File: src/fce_pkg.sv
// Package for the cluster chain engine: table geometry, entry codes,
// command, status and register index codes, and the divider result struct. No dependencies.
`default_nettype none
package fce_pkg;

    localparam int TABLE_ENTRIES = 4096;
    localparam int TBL_AW = $clog2(TABLE_ENTRIES);

    localparam logic [31:0] FAT_EOC       = 32'h0FFF_FFFF;
    localparam logic [27:0] FAT_END_MIN   = 28'hFFF_FFF8;
    localparam logic [27:0] FIRST_CLUSTER = 28'd2;

    typedef enum logic [2:0] {
        CMD_ALLOC  = 3'd0,
        CMD_FREE   = 3'd1,
        CMD_READ   = 3'd2,
        CMD_WRITE  = 3'd3,
        CMD_LOOKUP = 3'd4
    } cmd_t;

    localparam logic [1:0] ST_OK        = 2'd0;
    localparam logic [1:0] ST_RANGE     = 2'd1;
    localparam logic [1:0] ST_FULL      = 2'd2;
    localparam logic [1:0] ST_CHAIN_END = 2'd3;

    localparam logic [1:0] REG_DATA_CLUSTERS = 2'd0;
    localparam logic [1:0] REG_SECT_PER_CLUS = 2'd1;
    localparam logic [1:0] REG_FIRST_SECTOR  = 2'd2;

    typedef struct packed {
        logic        done;
        logic [19:0] quot;
        logic [7:0]  rem;
    } div_res_t;

endpackage
`default_nettype wire

File: src/fce_div.sv
// Restoring divider, one quotient bit per cycle, for block / sectors per cluster.
// Depends on fce_pkg for the result struct.
`default_nettype none
module fce_div (
    input  wire logic             clk,
    input  wire logic             rst_n,
    input  wire logic             start,
    input  wire logic [19:0]      dividend,
    input  wire logic [7:0]       divisor,
    output fce_pkg::div_res_t     res
);
    import fce_pkg::*;

    logic [19:0] q_reg, q_next;
    logic [7:0]  r_reg, r_next;
    logic [4:0]  cnt_reg, cnt_next;
    logic        busy_reg, busy_next;
    logic        done_reg, done_next;
    logic [8:0]  trial;
    logic        fits;

    assign trial = {r_reg, q_reg[19]};
    assign fits  = trial >= {1'b0, divisor};

    always_comb
    begin
        q_next    = q_reg;
        r_next    = r_reg;
        cnt_next  = cnt_reg;
        busy_next = busy_reg;
        done_next = 1'b0;
        if (start)
        begin
            q_next    = dividend;
            r_next    = '0;
            cnt_next  = 5'd20;
            busy_next = 1'b1;
        end
        else if (busy_reg)
        begin
            q_next   = {q_reg[18:0], fits};
            r_next   = fits ? 8'(trial - {1'b0, divisor}) : trial[7:0];
            cnt_next = cnt_reg - 5'd1;
            if (cnt_reg == 5'd1)
            begin
                busy_next = 1'b0;
                done_next = 1'b1;
            end
        end
    end

    always_ff @(posedge clk or negedge rst_n)
    begin
        if (!rst_n)
        begin
            cnt_reg  <= '0;
            busy_reg <= 1'b0;
            done_reg <= 1'b0;
        end
        else
        begin
            cnt_reg  <= cnt_next;
            busy_reg <= busy_next;
            done_reg <= done_next;
        end
    end

    always_ff @(posedge clk)
    begin
        q_reg <= q_next;
        r_reg <= r_next;
    end

    assign res.done = done_reg;
    assign res.quot = q_reg;
    assign res.rem  = r_reg;

endmodule
`default_nettype wire

File: config.mk
export PLATFORM = sky130hd
export DESIGN_NAME = fce_div
export DESIGN_NICKNAME = d
export VERILOG_FILES = /design/src/fce_pkg.sv /design/src/fce_div.sv
export SDC_FILE = /design/constraint.sdc
export NUM_CORES = 1
export LEC_CHECK = 0
export BUFFER_PORTS_ARGS = -buffer_cell sky130_fd_sc_hd__buf_2
export CAP_MARGIN = 20
export CORE_ASPECT_RATIO = 1.5
export CORE_MARGIN = 8
export CORE_UTILIZATION = 43
export CTS_CLUSTER_DIAMETER = 120
export CTS_CLUSTER_SIZE = 10
export DETAILED_ROUTE_END_ITERATION = 12
export PLACE_DENSITY = 0.69
export SYNTH_ARGS = -nofsm -noshare
export SYNTH_HDL_FRONTEND = slang
export SYNTH_SLANG_ARGS = --single-unit
File: constraint.sdc
create_clock -name clk -period 2.05 [get_ports clk]
set_input_delay 0.3075 -clock clk [delete_from_list [all_inputs] [get_ports clk]]
set_output_delay 0.3075 -clock clk [all_outputs]
set_load 0.05 [all_outputs]
Word level (Yosys, flattened, before mapping)
Cells that the tools add are included.
{ "totals": {"regBits": 35, "latchBits": 0, "ramBits": 0, "mem_bits_ro": 0, "inputBits": 31, "output_inout_bits": 29, "word_cells": 21, "memories": 0} }
{ "classes": {"n_addsub": 2, "mul": 0, "n_div": 0, "magnitude_cmp": 1, "n_eq_ne": 1, "n_shift": 0, "n_mux": 11, "bitwise_logic": 0, "reduce_logical": 1} }
{ "op_table": {"columns": ["cell", "n"], "rows": [
  ["20-bit 2-to-1 mux", 2],
  ["5-bit 2-to-1 mux", 2],
  ["9-bit by 8-bit >= comparator with 1-bit output", 1],
  ["8-bit 2-to-1 mux", 1],
  ["8-bit subtractor", 1],
  ["1-bit 2-to-1 mux", 6],
  ["5-bit by 1-bit equality test with 1-bit output (second input constant)", 1],
  ["5-bit by 1-bit subtractor with 5-bit output (second input constant)", 1],
  ["2-bit nonzero test", 1]
]} }

Depth between registers and ports, before layout
{ "depth": {"depth_word": 4, "mapped_depth": 8} }

Least setup slack after synthesis
Ideal clock, no wire load.
{ "synth_path": {"path_type": "reg-to-reg", "startpoint": "register r_reg[5]", "endpoint": "register q_reg[0], data pin", "setup_time_ps": 260, "arrival_ps": 1904, "t_required_ps": 1790, "path_slack_ps": -114, "stages_incl_launch_ff": 7, "n_path_buf": 1, "period_less_slack_ps": 2164, "path_cell_list": "dfxtp_1 -> ha_1 -> a21oi_2 -> o221ai_2 -> a21o_4 -> buf_12 -> mux2_2"} }
{ "synth_between": {"elab_chain_cells": 3} }
{ "synth_lines": {"columns": ["item", "line_no", "text"], "rows": [
  ["from (decl)", "fce_div.sv:15", "logic [7:0] r_reg, r_next;"],
  ["from (signal assigned)", "fce_div.sv:71", "r_reg <= r_next;"],
  ["9-bit by 8-bit >= comparator with 1-bit output", "fce_div.sv:23", "assign fits = trial >= {1'b0, divisor};"],
  ["20-bit 2-to-1 mux", "fce_div.sv:39", "else if (busy_reg)"],
  ["20-bit 2-to-1 mux", "fce_div.sv:32", "if (start)"],
  ["named net q_next[0]", "fce_div.sv:14", "logic [19:0] q_reg, q_next;"],
  ["to (signal assigned)", "fce_div.sv:70", "q_reg <= q_next;"],
  ["to (decl)", "fce_div.sv:14", null]
]} }
The timed path passes the listed nets, and every way through them passes these cells. The select of a mux whose other input is x is not followed.
A chain may end at the register's enable or synchronous reset.

Final worst setup path
{ "layout_path": {"startpoint": "register q_reg[19]", "endpoint": "register r_reg[6]"} }
{ "layout_between": {"elab_chain_cells": 2, "elab_cells_between_ends": 3, "classes_between": "add/sub: 1; order compare: 1; mux: 1"} }
{ "layout_lines": {"columns": ["item", "line_no", "text"], "rows": [
  ["8-bit subtractor or 9-bit by 8-bit >= comparator with 1-bit output (tied branches)", "fce_div.sv:42, fce_div.sv:23", null],
  ["8-bit 2-to-1 mux (*)", "fce_div.sv:42", "r_next = fits ? 8'(trial - {1'b0, divisor}) : trial[7:0];"]
]} }
Mark *: on every way between the ends. The rest lies on a longest branch, timed or not.

==> results.py <==
metrics = {
    "synth": {
        "ys_seq_area_share_pct": 47.8,
        "cell_count_after_synthesis": 169,
        "yosys_most_used_dff": "edfxtp_1",
        "ys_async_sr_fraction_pct": 20.0,
        "syn_avg_cell_area_um2": 11.6,
        "yosys_register_bits": 35,
        "syn_area_um2": 1960,
        "synth_edf_count": 20,
        "synth_warn": 0,
        "yosys.cell_types.count": 42,
        "postSynthNetCount": 211,
    },
    "sta": {
        "finalClockSkew_ps": 4.84,
        "report.final.slew_viol_count": 0,
        "period_minus_slack_ps": 1950,
        "final.setup.worst_slack_ps": 97.2,
        "worst_slew_pin_slew_ps": 437,
        "max_freq_mhz": 512,
        "finalHoldViolations": 0,
        "layout_worst_path_cycle_share_pct": 95.3,
        "worst_slew_margin_rel_pct": 70.8,
        "hold_ws_ps": 321,
        "report.final.setup_viol": 0,
        "setup_repair_after_global_routing_missed_its_margin": "false",
    },
    "layout": {
        "multi_input_area_um2": 951,
        "fraction_of_final_layout_cells_with_drive_strength_greater_than_1_pct": 45.1,
        "final_instance_count_excl_fillers": 285,
        "most_common_library_cell_in_the_layout_ignoring_fill_and_taps": "buf_2",
        "design.final.nets": 278,
        "most-common-layout-cells": "buf_2 (59), mux2_2 (20), edfxtp_1 (20)",
        "number_of_flip_flops_under_the_largest_register_name": 20,
        "flow.area_growth_from_synthesis_pct": 24.7,
        "layout.area.seq_um2": 938,
        "num-fill-cells": 409,
        "antenna-diode-count": 0,
    },
    "hold_path": {
        "hp-start": "dividend[4]",
        "hold_end": "q_reg[4]",
        "hold_path.class": "in2reg",
        "whs_path_depth": 2,
    },
    "clock_tree": {
        "clkLatencyLatePin_ps": 280,
        "tritoncts": "done",
        "clock-root-buffer": "clkbuf_8",
        "worst_setup_hold_path_clk_slew_ps": 70,
        "maximum_level_of_the_cts_h_tree": 2,
        "clock_sinks": 35,
        "cts-buffers-inserted": 5,
        "clock_path_buffers": 2,
    },
    "route": {
        "route.detailed.vias_per_inst": 5.20,
        "wirelength_mm": 4.20,
        "dr.pass1.iters": 4,
        "number_of_drc_violations_after_detailed_routing": 0,
        "drt-initial-drc-count": 52,
        "ant_nets": 0,
        "wire_per_inst_um": 14.7,
        "route.vias.total": 1481,
    },
    "worst_setup_path": {
        "regToRegStartpoint": "q_reg[19]",
        "critical_path.startpoint": "q_reg[19]",
        "cp-start-kind": "flop",
        "critical_path.reg2reg.endpoint": "r_reg[6]",
        "cp_data_arrival_time_ps": 2160,
        "worst_ep_required_time_ps": 2250,
        "number_of_cells_on_the_worst_reg_to_reg_path": 8,
        "endpoint_kind": "flop",
        "r2r_slack_ps": 100,
        "setup.worst_path.class": "reg2reg",
        "largest_driver_fanout_on_the_critical_path": 3,
    },
    "die": {
        "initial_core_util_pct": 43.8,
        "dieArea_um2": 7010,
        "io_pins": 60,
        "fp.dieH_um": 98.6,
        "placeableCoreArea_um2": 4470,
        "core.rowCount": 30,
        "x_dimension_of_the_die_um": 71.1,
    },
    "place": {
        "post-place-cells": 275,
        "numPortBuffers": 59,
        "preCtsSetupSlack_ps": 71.4,
        "half_perimeter_wire_length_after_placement_mm": 3.37,
        "gp_routability_congestion": 0.824,
    },
    "global_route": {
        "global_route_wire_length_before_repair_mm": 7.06,
        "grt_use_total_pct": 12.7,
        "first_global_vias": 1644,
        "grt_max_degree": 21,
        "number_of_antenna_violations_at_the_first_check_in_global_routing": 0,
        "globalRoute.totalOverflow": 0,
    },
    "power_and_ir_drop": {
        "power_leakage_nw": 1.10,
        "cellPowerDensity_nw_per_um2": 1200,
        "max-vdd-ir-drop_uv": 593,
    },
    "status": {
        "outcome": "finished, final reports clean",
    },
    "flow_run": {
        "timing.max_cap.violations": 0,
    },
}
-- how the worst max path moves through the flow --
| stage | slack, ps | to | cells after the start |
|---|---|---|---|
| finish | 100 | r_reg[6] | 8 |
| global route | 10 | r_reg[6] | 8 |
| CTS | 50 | r_reg[6] | 8 |
| detailed placement | 70 | r_reg[6] | 8 |
| global placement | 150 | r_reg[6] | 8 |
| floorplan | -100 | r_reg[6] | 8 |
-- worst max-delay path: stages (launching register included) --
cell,delay [ps]
edfxtp_1,380
inv_1,110
ha_4,150
fa_2,220
nand2b_4,130
a21oi_1,70
or4b_1,460
and4_1,200
o31ai_2,160
-- Yosys cell counts (all sizes together), types with 2 or more instances --
| cell | number | area (um^2) |
|---|---|---|
| dfrtp | 7 | 175 |
| edfxtp | 20 | 601 |
| nand2 | 12 | 45.0 |
| o31ai | 2 | 20.0 |
| mux2i | 4 | 40.0 |
| buf | 6 | 43.8 |
| xor2 | 3 | 26.3 |
| ha | 10 | 125 |
| nor2b | 4 | 25.0 |
| a31o | 2 | 17.5 |
| a21oi | 6 | 37.5 |
| a21o | 2 | 22.5 |
| xnor2 | 6 | 52.6 |
| nor2 | 16 | 60.1 |
| nand2b | 5 | 31.3 |
| or4b | 2 | 20.0 |
| mux2 | 21 | 240 |
| inv | 13 | 48.8 |
| a211oi | 5 | 47.5 |
| dfxtp | 8 | 160 |
| o21ai | 5 | 25.0 |
-- through the flow --
step / total power [mW] / utilization [%] / instance area (um^2) / TNS [ps]
after floorplan: 2.18 / - / 1960 / -141
after global placement: 2.42 / 51.7 / 2310 / 0
after detailed placement: 2.44 / 51.7 / 2310 / 0
after CTS: 2.96 / 53.9 / 2410 / 0
after global routing: 3.12 / 54.6 / 2440 / 0
final: 2.94 / 54.6 / 2440 / 0
-- cell families after synthesis --
kind of cell / share of synthesized area (%)
and+or+nand+nor: 11.4
buffers and inverters: 4.73
AOI/OAI and AO/OA: 10.2
DFF: 47.8
adders and majority gates: 7.42
muxes: 14.3
xor gates and xnor gates: 4.03
-- report_power, final --
| group | total (mW) | internal, mW | switching (mW) |
|---|---|---|---|
| Combinational | 1.44 | 0.536 | 0.900 |
| Sequential | 1.01 | 0.896 | 0.109 |
| Clock | 0.497 | 0.270 | 0.227 |
| Total | 2.94 | 1.70 | 1.24 |
-- per-layer routing --
| metal | routed length [um] | GRT usage [%] | up-vias |
|---|---|---|---|
| met5 | 0 | 0 | - |
| met1 | 1580 | 11.8 | 701 |
| li1 | - | - | 726 |
| met2 | 2150 | 22.4 | 45 |
| met4 | 101 | 6.12 | 0 |
| met3 | 376 | 6.00 | 9 |
-- cell type report --
type | instances | area share, %
flip-flops and latches | 35 | 38.5
repair buffers | 66 | 14.4
well taps | 48 | 2.46
clock buffers | 7 | 3.54
inverters | 13 | 2.00
clock inverters | 1 | 0.205
multi-input cells | 115 | 39.0
-- repair_timing --
| action | 4_1_cts | 5_1_grt |
|---|---|---|
| endpoints found under the hold margin | 7 | 0 |
| hold buffers | 1 | 0 |
| buffers inserted | 0 | 1 |
| resized for setup | 0 | 4 |
| setup endpoints to repair | 0 | 1 |
No activity file was read; power rests on OpenSTA's default activity.
